**src/rtl/lpmt_pkg.sv**
```systemverilog
// Shared types, codes and helpers for the longest prefix match table.
package lpmt_pkg;

    localparam int ADDR_BITS = 32;

    // Operation codes.
    localparam logic [1:0] OP_ADD = 2'd0;
    localparam logic [1:0] OP_DEL = 2'd1;
    localparam logic [1:0] OP_CHK = 2'd2;
    localparam logic [1:0] OP_NOP = 2'd3;

    // Result status codes.
    localparam logic [2:0] ST_OK       = 3'd0;
    localparam logic [2:0] ST_DUP      = 3'd1;
    localparam logic [2:0] ST_NOTFOUND = 3'd2;
    localparam logic [2:0] ST_FULL     = 3'd3;
    localparam logic [2:0] ST_BADLEN   = 3'd4;

    // One stored prefix.
    typedef struct packed {
        logic [ADDR_BITS-1:0] base;
        logic [5:0]           len;
    } t_entry;

    // Commands from the controller to the datapath.
    typedef struct packed {
        logic load;    // capture the item and clear the scan results
        logic rd;      // read the entry at the scan index and step the index
        logic finish;  // update the table and register the result
    } t_dp_cmd;

    // Status from the datapath to the controller.
    typedef struct packed {
        logic quick;   // item needs no scan
        logic last;    // scan index is at the final entry
    } t_dp_sts;

    // Mask that keeps the top len bits of an address; len is 0 to 32.
    function automatic logic [ADDR_BITS-1:0] prefix_mask(input logic [5:0] len);
        logic [ADDR_BITS-1:0] m;
        if (len == 6'd0) begin
            m = '0;
        end else begin
            m = {ADDR_BITS{1'b1}} << (6'(ADDR_BITS) - len);
        end
        return m;
    endfunction

endpackage

```
**src/rtl/lpmt_ctrl.sv**
```systemverilog
// Controller state machine that sequences one table operation.
module lpmt_ctrl (
    input  logic              i_clk,
    input  logic              i_rst_n,
    input  logic              i_start,
    input  lpmt_pkg::t_dp_sts i_sts,
    output lpmt_pkg::t_dp_cmd o_cmd,
    output logic              o_busy
);
    import lpmt_pkg::*;

    localparam logic [1:0] S_IDLE  = 2'd0;
    localparam logic [1:0] S_SCAN  = 2'd1;
    localparam logic [1:0] S_DRAIN = 2'd2;
    localparam logic [1:0] S_DONE  = 2'd3;

    logic [1:0] r_state;
    logic [1:0] n_state;

    always_comb begin
        n_state = r_state;
        o_cmd   = '0;
        case (r_state)
            S_IDLE: begin
                if (i_start) begin
                    o_cmd.load = 1'b1;
                    n_state    = S_SCAN;
                end
            end
            S_SCAN: begin
                if (i_sts.quick) begin
                    n_state = S_DONE;
                end else begin
                    o_cmd.rd = 1'b1;
                    if (i_sts.last) begin
                        n_state = S_DRAIN;
                    end
                end
            end
            S_DRAIN: begin
                // The final read is compared in this cycle.
                n_state = S_DONE;
            end
            S_DONE: begin
                o_cmd.finish = 1'b1;
                n_state      = S_IDLE;
            end
            default: begin
                n_state = S_IDLE;
            end
        endcase
    end

    assign o_busy = (r_state != S_IDLE);

    always_ff @(posedge i_clk) begin
        if (!i_rst_n) begin
            r_state <= S_IDLE;
        end else begin
            r_state <= n_state;
        end
    end

endmodule

```
**src/rtl/lpmt_dp.sv**
```systemverilog
// Datapath: prefix store, valid bits, scan comparator and result registers.
module lpmt_dp #(
    parameter int ENTRIES = 64
) (
    input  logic              i_clk,
    input  logic              i_rst_n,
    input  lpmt_pkg::t_dp_cmd i_cmd,
    input  logic [1:0]        i_opcode,
    input  logic [31:0]       i_address,
    input  logic [5:0]        i_prefix_len,
    output lpmt_pkg::t_dp_sts o_sts,
    output logic              o_done,
    output logic [2:0]        o_status,
    output logic [5:0]        o_match_len
);
    import lpmt_pkg::*;

    localparam int IW = (ENTRIES > 1) ? $clog2(ENTRIES) : 1;
    localparam int CW = $clog2(ENTRIES + 1);

    t_entry r_mem [ENTRIES];

    // Captured item.
    logic [1:0]           r_op;
    logic [ADDR_BITS-1:0] r_addr;
    logic [5:0]           r_len;

    // Scan index and read pipeline.
    logic [IW-1:0] r_idx;
    logic          r_rd_vld;
    logic [IW-1:0] r_rd_idx;
    logic          r_rd_valid;
    t_entry        r_rd_ent;

    // Scan results.
    logic          r_pair_hit, n_pair_hit;
    logic [IW-1:0] r_pair_slot, n_pair_slot;
    logic          r_free_hit, n_free_hit;
    logic [IW-1:0] r_free_slot, n_free_slot;
    logic          r_pfx_hit, n_pfx_hit;
    logic [5:0]    r_best, n_best;

    // Table state.
    logic [ENTRIES-1:0] r_valid;
    logic [CW-1:0]      r_count;

    // Result.
    logic       r_done;
    logic [2:0] r_status, n_status;
    logic [5:0] r_match_len, n_match_len;

    logic cmp_pair, cmp_pfx, cmp_free;
    logic len_bad, do_add, do_del;

    // A check ignores the length field, so a bad length skips the scan only for add and delete.
    assign len_bad     = (r_len > 6'(ADDR_BITS));
    assign o_sts.quick = (r_op == OP_NOP) || (len_bad && (r_op != OP_CHK));
    assign o_sts.last  = (r_idx == IW'(ENTRIES - 1));

    assign cmp_free = r_rd_vld && !r_rd_valid;
    assign cmp_pair = r_rd_vld && r_rd_valid && (r_rd_ent.base == r_addr)
                      && (r_rd_ent.len == r_len);
    assign cmp_pfx  = r_rd_vld && r_rd_valid
                      && (((r_rd_ent.base ^ r_addr) & prefix_mask(r_rd_ent.len)) == '0);

    always_comb begin
        n_pair_hit  = r_pair_hit;
        n_pair_slot = r_pair_slot;
        n_free_hit  = r_free_hit;
        n_free_slot = r_free_slot;
        n_pfx_hit   = r_pfx_hit;
        n_best      = r_best;
        if (cmp_pair && !r_pair_hit) begin
            n_pair_hit  = 1'b1;
            n_pair_slot = r_rd_idx;
        end
        if (cmp_free && !r_free_hit) begin
            n_free_hit  = 1'b1;
            n_free_slot = r_rd_idx;
        end
        if (cmp_pfx) begin
            n_pfx_hit = 1'b1;
            if (r_rd_ent.len > r_best) begin
                n_best = r_rd_ent.len;
            end
        end
    end

    // Result and table update at finish.
    always_comb begin
        n_status    = ST_NOTFOUND;
        n_match_len = '0;
        do_add      = 1'b0;
        do_del      = 1'b0;
        case (r_op)
            OP_ADD: begin
                if (len_bad) begin
                    n_status = ST_BADLEN;
                end else if (r_pair_hit) begin
                    n_status = ST_DUP;
                end else if (r_count == CW'(ENTRIES)) begin
                    n_status = ST_FULL;
                end else begin
                    n_status = ST_OK;
                    do_add   = 1'b1;
                end
            end
            OP_DEL: begin
                if (r_pair_hit) begin
                    n_status = ST_OK;
                    do_del   = 1'b1;
                end
            end
            OP_CHK: begin
                if (r_pfx_hit) begin
                    n_status    = ST_OK;
                    n_match_len = r_best;
                end
            end
            default: begin
                n_status = ST_NOTFOUND;
            end
        endcase
    end

    // Item capture and memory port.
    always_ff @(posedge i_clk) begin
        if (i_cmd.load) begin
            r_op   <= i_opcode;
            r_addr <= i_address;
            r_len  <= i_prefix_len;
        end
        if (i_cmd.finish && do_add) begin
            r_mem[r_free_slot] <= '{base: r_addr, len: r_len};
        end
        if (i_cmd.rd) begin
            r_rd_ent   <= r_mem[r_idx];
            r_rd_valid <= r_valid[r_idx];
            r_rd_idx   <= r_idx;
        end
        r_pair_slot <= n_pair_slot;
        r_free_slot <= n_free_slot;
        r_best      <= i_cmd.load ? 6'd0 : n_best;
        r_status    <= n_status;
        r_match_len <= n_match_len;
    end

    always_ff @(posedge i_clk) begin
        if (!i_rst_n) begin
            r_idx      <= '0;
            r_rd_vld   <= 1'b0;
            r_pair_hit <= 1'b0;
            r_free_hit <= 1'b0;
            r_pfx_hit  <= 1'b0;
            r_valid    <= '0;
            r_count    <= '0;
            r_done     <= 1'b0;
        end else begin
            r_rd_vld <= i_cmd.rd;
            r_done   <= i_cmd.finish;
            if (i_cmd.load) begin
                r_idx      <= '0;
                r_pair_hit <= 1'b0;
                r_free_hit <= 1'b0;
                r_pfx_hit  <= 1'b0;
            end else begin
                if (i_cmd.rd) begin
                    r_idx <= r_idx + 1'b1;
                end
                r_pair_hit <= n_pair_hit;
                r_free_hit <= n_free_hit;
                r_pfx_hit  <= n_pfx_hit;
            end
            if (i_cmd.finish && do_add) begin
                r_valid[r_free_slot] <= 1'b1;
                r_count              <= r_count + 1'b1;
            end
            if (i_cmd.finish && do_del) begin
                r_valid[r_pair_slot] <= 1'b0;
                r_count              <= r_count - 1'b1;
            end
        end
    end

    assign o_done      = r_done;
    assign o_status    = r_status;
    assign o_match_len = r_match_len;

endmodule

```
**src/rtl/longest_prefix_match_table_unit.sv**
```systemverilog
// Top level of the IPv4 longest prefix match table.
//
// Channel   Direction  Handshake              Payload
// command   in         start high, busy low   i_opcode, i_address, i_prefix_len
// result    out        o_done for one cycle   o_status, o_match_len
//
// An item that needs a scan reads all ENTRIES slots through one comparator,
// one entry per cycle from a memory with a registered read port. An unknown
// opcode, or an add or delete with an over-long prefix length, skips the
// scan. A check always scans, whatever its length field. The next item can
// be accepted in the cycle in which the result is shown. Reset is
// synchronous and active low; it empties the table at once through the
// valid bits, so no clearing pass is needed. Results cannot be stalled.
module longest_prefix_match_table_unit #(
    parameter int ENTRIES = 64
) (
    input  logic        i_clk,
    input  logic        i_rst_n,
    input  logic        start,
    output logic        busy,
    input  logic [1:0]  i_opcode,
    input  logic [31:0] i_address,
    input  logic [5:0]  i_prefix_len,
    output logic        o_done,
    output logic [2:0]  o_status,
    output logic [5:0]  o_match_len
);
    import lpmt_pkg::*;

    t_dp_cmd cmd;
    t_dp_sts sts;

    // The controller only steps through load, scan, drain and finish; all
    // table state and the compare logic sit in the datapath.
    lpmt_ctrl u_ctrl (
        .i_clk   (i_clk),
        .i_rst_n (i_rst_n),
        .i_start (start),
        .i_sts   (sts),
        .o_cmd   (cmd),
        .o_busy  (busy)
    );

    lpmt_dp #(
        .ENTRIES (ENTRIES)
    ) u_dp (
        .i_clk        (i_clk),
        .i_rst_n      (i_rst_n),
        .i_cmd        (cmd),
        .i_opcode     (i_opcode),
        .i_address    (i_address),
        .i_prefix_len (i_prefix_len),
        .o_sts        (sts),
        .o_done       (o_done),
        .o_status     (o_status),
        .o_match_len  (o_match_len)
    );

    // An accepted item keeps the block busy in the following cycle.
    a_accept_busy: assert property (@(posedge i_clk) disable iff (!i_rst_n)
        (start && !busy) |=> busy)
        else $error("block not busy after accepting an item");

    // One item yields one result, so strobes never come back to back.
    a_done_single: assert property (@(posedge i_clk) disable iff (!i_rst_n)
        o_done |=> !o_done)
        else $error("result strobe held for two cycles");

    // Every finish command of the controller is followed by a result.
    a_done_after_finish: assert property (@(posedge i_clk) disable iff (!i_rst_n)
        cmd.finish |=> o_done)
        else $error("finish command gave no result");

    // A length is reported only for a successful check.
    a_len_only_ok: assert property (@(posedge i_clk) disable iff (!i_rst_n)
        (o_done && (o_status != ST_OK)) |-> (o_match_len == 6'd0))
        else $error("match length reported with a failing status");

endmodule

```
**config.mk**
```make
export PLATFORM = sky130hd
export DESIGN_NAME = longest_prefix_match_table_unit
export DESIGN_NICKNAME = d
export VERILOG_FILES = /design/src/rtl/lpmt_pkg.sv /design/src/rtl/lpmt_ctrl.sv /design/src/rtl/lpmt_dp.sv /design/src/rtl/longest_prefix_match_table_unit.sv
export SDC_FILE = /design/constraint.sdc
export NUM_CORES = 2
export LEC_CHECK = 0
export BUFFER_PORTS_ARGS = -buffer_cell sky130_fd_sc_hd__buf_2
export CAP_MARGIN = 25
export CORE_ASPECT_RATIO = 1.5
export CORE_MARGIN = 4
export CORE_UTILIZATION = 35
export DETAILED_ROUTE_END_ITERATION = 7
export GPL_TIMING_DRIVEN = 0
export PLACE_DENSITY = 0.47
export SYNTH_ARGS = -nofsm -noshare
export SYNTH_HDL_FRONTEND = slang
export SYNTH_SLANG_ARGS = --single-unit
```
**constraint.sdc**
```tcl
create_clock -name i_clk -period 5 [get_ports i_clk]
set_clock_uncertainty 0.1 [all_clocks]
set_input_delay 1 -clock i_clk [delete_from_list [all_inputs] [get_ports i_clk]]
set_output_delay 1 -clock i_clk [all_outputs]
set_load 0.03 [all_outputs]
```
==> results_dict.tcl <==
set metrics [dict create \
    r2r-start "u_dp.r_len[4]" \
    syn_area_mm2 0.101 \
    antenna_found_initial 26 \
    place_congestion 0.883 \
    clockRootBuffer "clkbuf_16" \
    cpPeakStageDelay_ps 880 \
    cts_buffers 267 \
    yosysTopAreaCell "edfxtp_1" \
    p_int_mw 39.3 \
    synth-warning-count 0 \
    power.switching_mw 13.2 \
    rows 241 \
    synth_edf_count 2529 \
    ys_seq_area_frac 0.772 \
    max_slew_margin 0.266 \
    synth_seq_cells 2628 \
    area_growth_pct 19.8 \
    hold_violations 0 \
    multi_input_area_mm2 0.0224 \
    layout-drive-gt1-share 0.351 \
    slew_violations 0 \
    fill_cells 24792 \
    ir_drop_uv 302 \
    setup-violations-final 0 \
    end_kind "flip-flop" \
    cp.arrival_ps 5240 \
    die_y_um 666 \
    crit_required_ps 5410 \
    clkTransAtPathRegs_ps 60 \
    worst-setup-path-type "flip-flop to flip-flop" \
    syn_nets 4246 \
    antenna_left 0 \
    start_kind "flip-flop" \
    clk_latency_ps 840 \
    synth_cells 4182 \
    combPwrFrac 0.142 \
    crit_chain "buf_16, buf_16, buf_8, or4_4, o21ai_4, nand4_4, nor2_1, nand2_1, nor2_4, buf_12" \
    dp_hpwl_um 223000 \
    cp_slowest_cell "nor2_4" \
    rsz0062_at_grt "no" \
    crit_buf_inv 4 \
    fin_crit_sh 0.967 \
    cp_max_fo 20 \
    ys.flop_type "edfxtp_1" \
    p_sw_frac 0.252 \
    status "completed" \
    synthTopCellsByArea "edfxtp_1, mux4_2, dfxtp_1, o221a_2, clkbuf_1" \
    hold_class "input pin to flip-flop" \
    clock-sinks 2628 \
    io_buffers 52 \
    vias 48171 \
    fin_crit_ps 4830 \
    reg2reg_depth 10 \
    fin_util 0.421 \
    maxCapViolations 0 \
    synth.lib_cells_used.distinct 66 \
    grt_pass1_wl_um 432000 \
    synth_top_area_frac 0.752 \
    drt_wl_total_um 317000 \
    fmax_mhz 207 \
    cts_buffer_depth 4 \
    p_seq_frac 0.492 \
    avgRoutedWirePerCell_um 36.1 \
    leakagePower_nw 36.5 \
    drt-initial-drc-count 5243 \
    final_common_cell "edfxtp_1" \
    worstHoldStart "i_address[12]" \
    io_pins 54 \
    cp_common_cell "buf_16" \
    final_cell_mix "edfxtp_1, mux4_2, clkbuf_16" \
    fin_tns_setup_ps 0 \
    regArea_mm2 0.0779 \
    powerDensity_mw_per_mm2 435 \
    final_cells 8769 \
    design.core.area_mm2 0.287 \
    pwr-share-clk 0.366 \
    worst-slew-pin-transition_ps 1100 \
    cts_tree "built" \
    start_util 0.352 \
    die_area_mm2 0.297 \
    postSynthAreaPerCell_um2 24.1 \
    overflow 0 \
    cpLargestDelayFamily "simple AND/OR/NAND/NOR gates" \
    post-place-cells 8254 \
    holdPathEnd "u_dp.r_addr[12]" \
    pre_cts_slack_ps -235 \
    r2r_slack_ps 170 \
    cts.htree.levels 5 \
    viasPerCell 5.49 \
    layout_setup_ws_ps 167 \
    drc_errors 0 \
    synthArstFlopShare 0 \
    grt_max_degree 40 \
    firstDrtPassIters 7 \
    grt_usage 0.213 \
    grt_pass1_vias 50417 \
    worstHoldPathCells 1 \
    num-nets-final 4863 \
    r2r-end "u_dp.r_mem[2][34]" \
    die_w_um 446 \
]
[worst max-delay path by stage]
stage / start / end / slack, ps / cells after the start
6_report: u_dp.r_len[4] / u_dp.r_mem[2][34] / 170 / 10
4_1_cts: u_dp.r_len[4] / u_dp.r_mem[17][24] / 20 / 11
2_1_floorplan: u_dp.r_len[1] / u_dp.r_valid[47] / 230 / 8
3_5_place_dp: u_dp.r_len[4] / u_dp.r_mem[48][9] / -230 / 10
3_3_place_gp: u_dp.r_len[3] / u_dp.r_valid[36] / -4230 / 7
5_1_grt: u_dp.r_len[4] / u_dp.r_mem[1][24] / 20 / 10
[registers in the layout, indices dropped and copies added (netlist names)]
signal            cells
u_dp.o_done           1
u_dp.r_best           6
u_ctrl.r_state        2
u_dp.r_free_slot      6
u_dp.r_pair_hit       1
u_dp.r_addr          32
u_dp.r_len            6
u_dp.r_idx            6
u_dp.r_free_hit       1
u_dp.r_count          7
u_dp.r_rd_valid       1
u_dp.r_pfx_hit        1
u_dp.r_op             2
u_dp.r_pair_slot      6
u_dp.r_valid         64
u_dp.o_match_len      6
u_dp.r_rd_idx         6
u_dp.r_rd_vld         1
u_dp.r_mem         2432
u_dp.o_status         3
u_dp.r_rd_ent        38
[power groups by stage]
stage / clock network (mW) / registers, mW / logic [mW]
final: 19.3 / 25.9 / 7.48
after global routing: 20.6 / 25.9 / 7.84
after CTS: 19.7 / 25.9 / 7.62
after detailed placement: 0 / 26.3 / 7.60
after global placement: 0 / 27.8 / 5.01
after floorplan: 0 / 26.7 / 3.14
[synthesized netlist by cell type (3+ instances only)]
cell type and count:
edfxtp_1 2529, mux4_2 819, clkbuf_1 125, dfxtp_1 99
nor2_1 95, buf_2 71, o221a_2 64, nand2_1 38
xnor2_1 36, inv_1 22, ha_1 20, buf_1 19
a21oi_1 17, nand3_1 15, o21ai_0 15, xor2_1 15
nor2b_1 12, and2_1 11, nand4_1 11, nand3b_1 10
mux2i_1 8, nor2_4 8, a31oi_1 7, nor3_1 7
nor4_1 7, o21a_1 7, or2_2 7, or3b_2 7
and3_1 6, buf_6 6, nand2b_1 6, nor3b_1 4
o211ai_1 4, o21bai_1 4, or3_1 4, a21boi_0 3
a2bb2oi_1 3, o2111ai_1 3
[what timing repair did]
item / CTS / global route
pin swaps: 16 / 3
gates cloned: 3 / 0
gates resized for setup: 3 / 0
buffers inserted: 29 / 4
hold buffers: 0 / 0
endpoints found under the setup margin: 297 / 101
[metal layers]
layer  up-vias  GRT usage  share of wire
met5         -          0       0.000073
met4         4     0.0795          0.043
met3       400     0.0360          0.054
met2      1459      0.377           0.52
met1     26904      0.261           0.38
li1      19404          -              -
[final cells by class]
| type | count | area share |
|---|---|---|
| well taps | 3766 | 0.0390 |
| diodes | 23 | 0.000476 |
| clock inverters | 112 | 0.00789 |
| plain buffers | 221 | 0.00810 |
| multi-input cells | 1314 | 0.185 |
| flip-flops and latches | 2628 | 0.644 |
| repair buffers | 345 | 0.0552 |
| inverters | 22 | 0.000683 |
| clock buffers | 338 | 0.0591 |
[through the flow]
step	cell area (µm²)	total power, mW	hold WS [ps]
floorplan	101000	29.8	306
global placement	106000	32.9	313
detailed placement	112000	33.9	323
CTS	121000	53.2	153
global route	121000	54.3	179
finish	121000	52.6	234
[logic make-up after synthesis]
logic type | count (synthesis) | synth area share
xor gates and xnor gates | 51 | 0.00443
muxes | 827 | 0.184
AOI/OAI and AO/OA | 150 | 0.0131
buffers and inverters | 243 | 0.0104
and+or+nand+nor | 262 | 0.0139
adders and majority gates | 21 | 0.00268
DFF | 2628 | 0.772
Power figures use the tool's default switching activity.
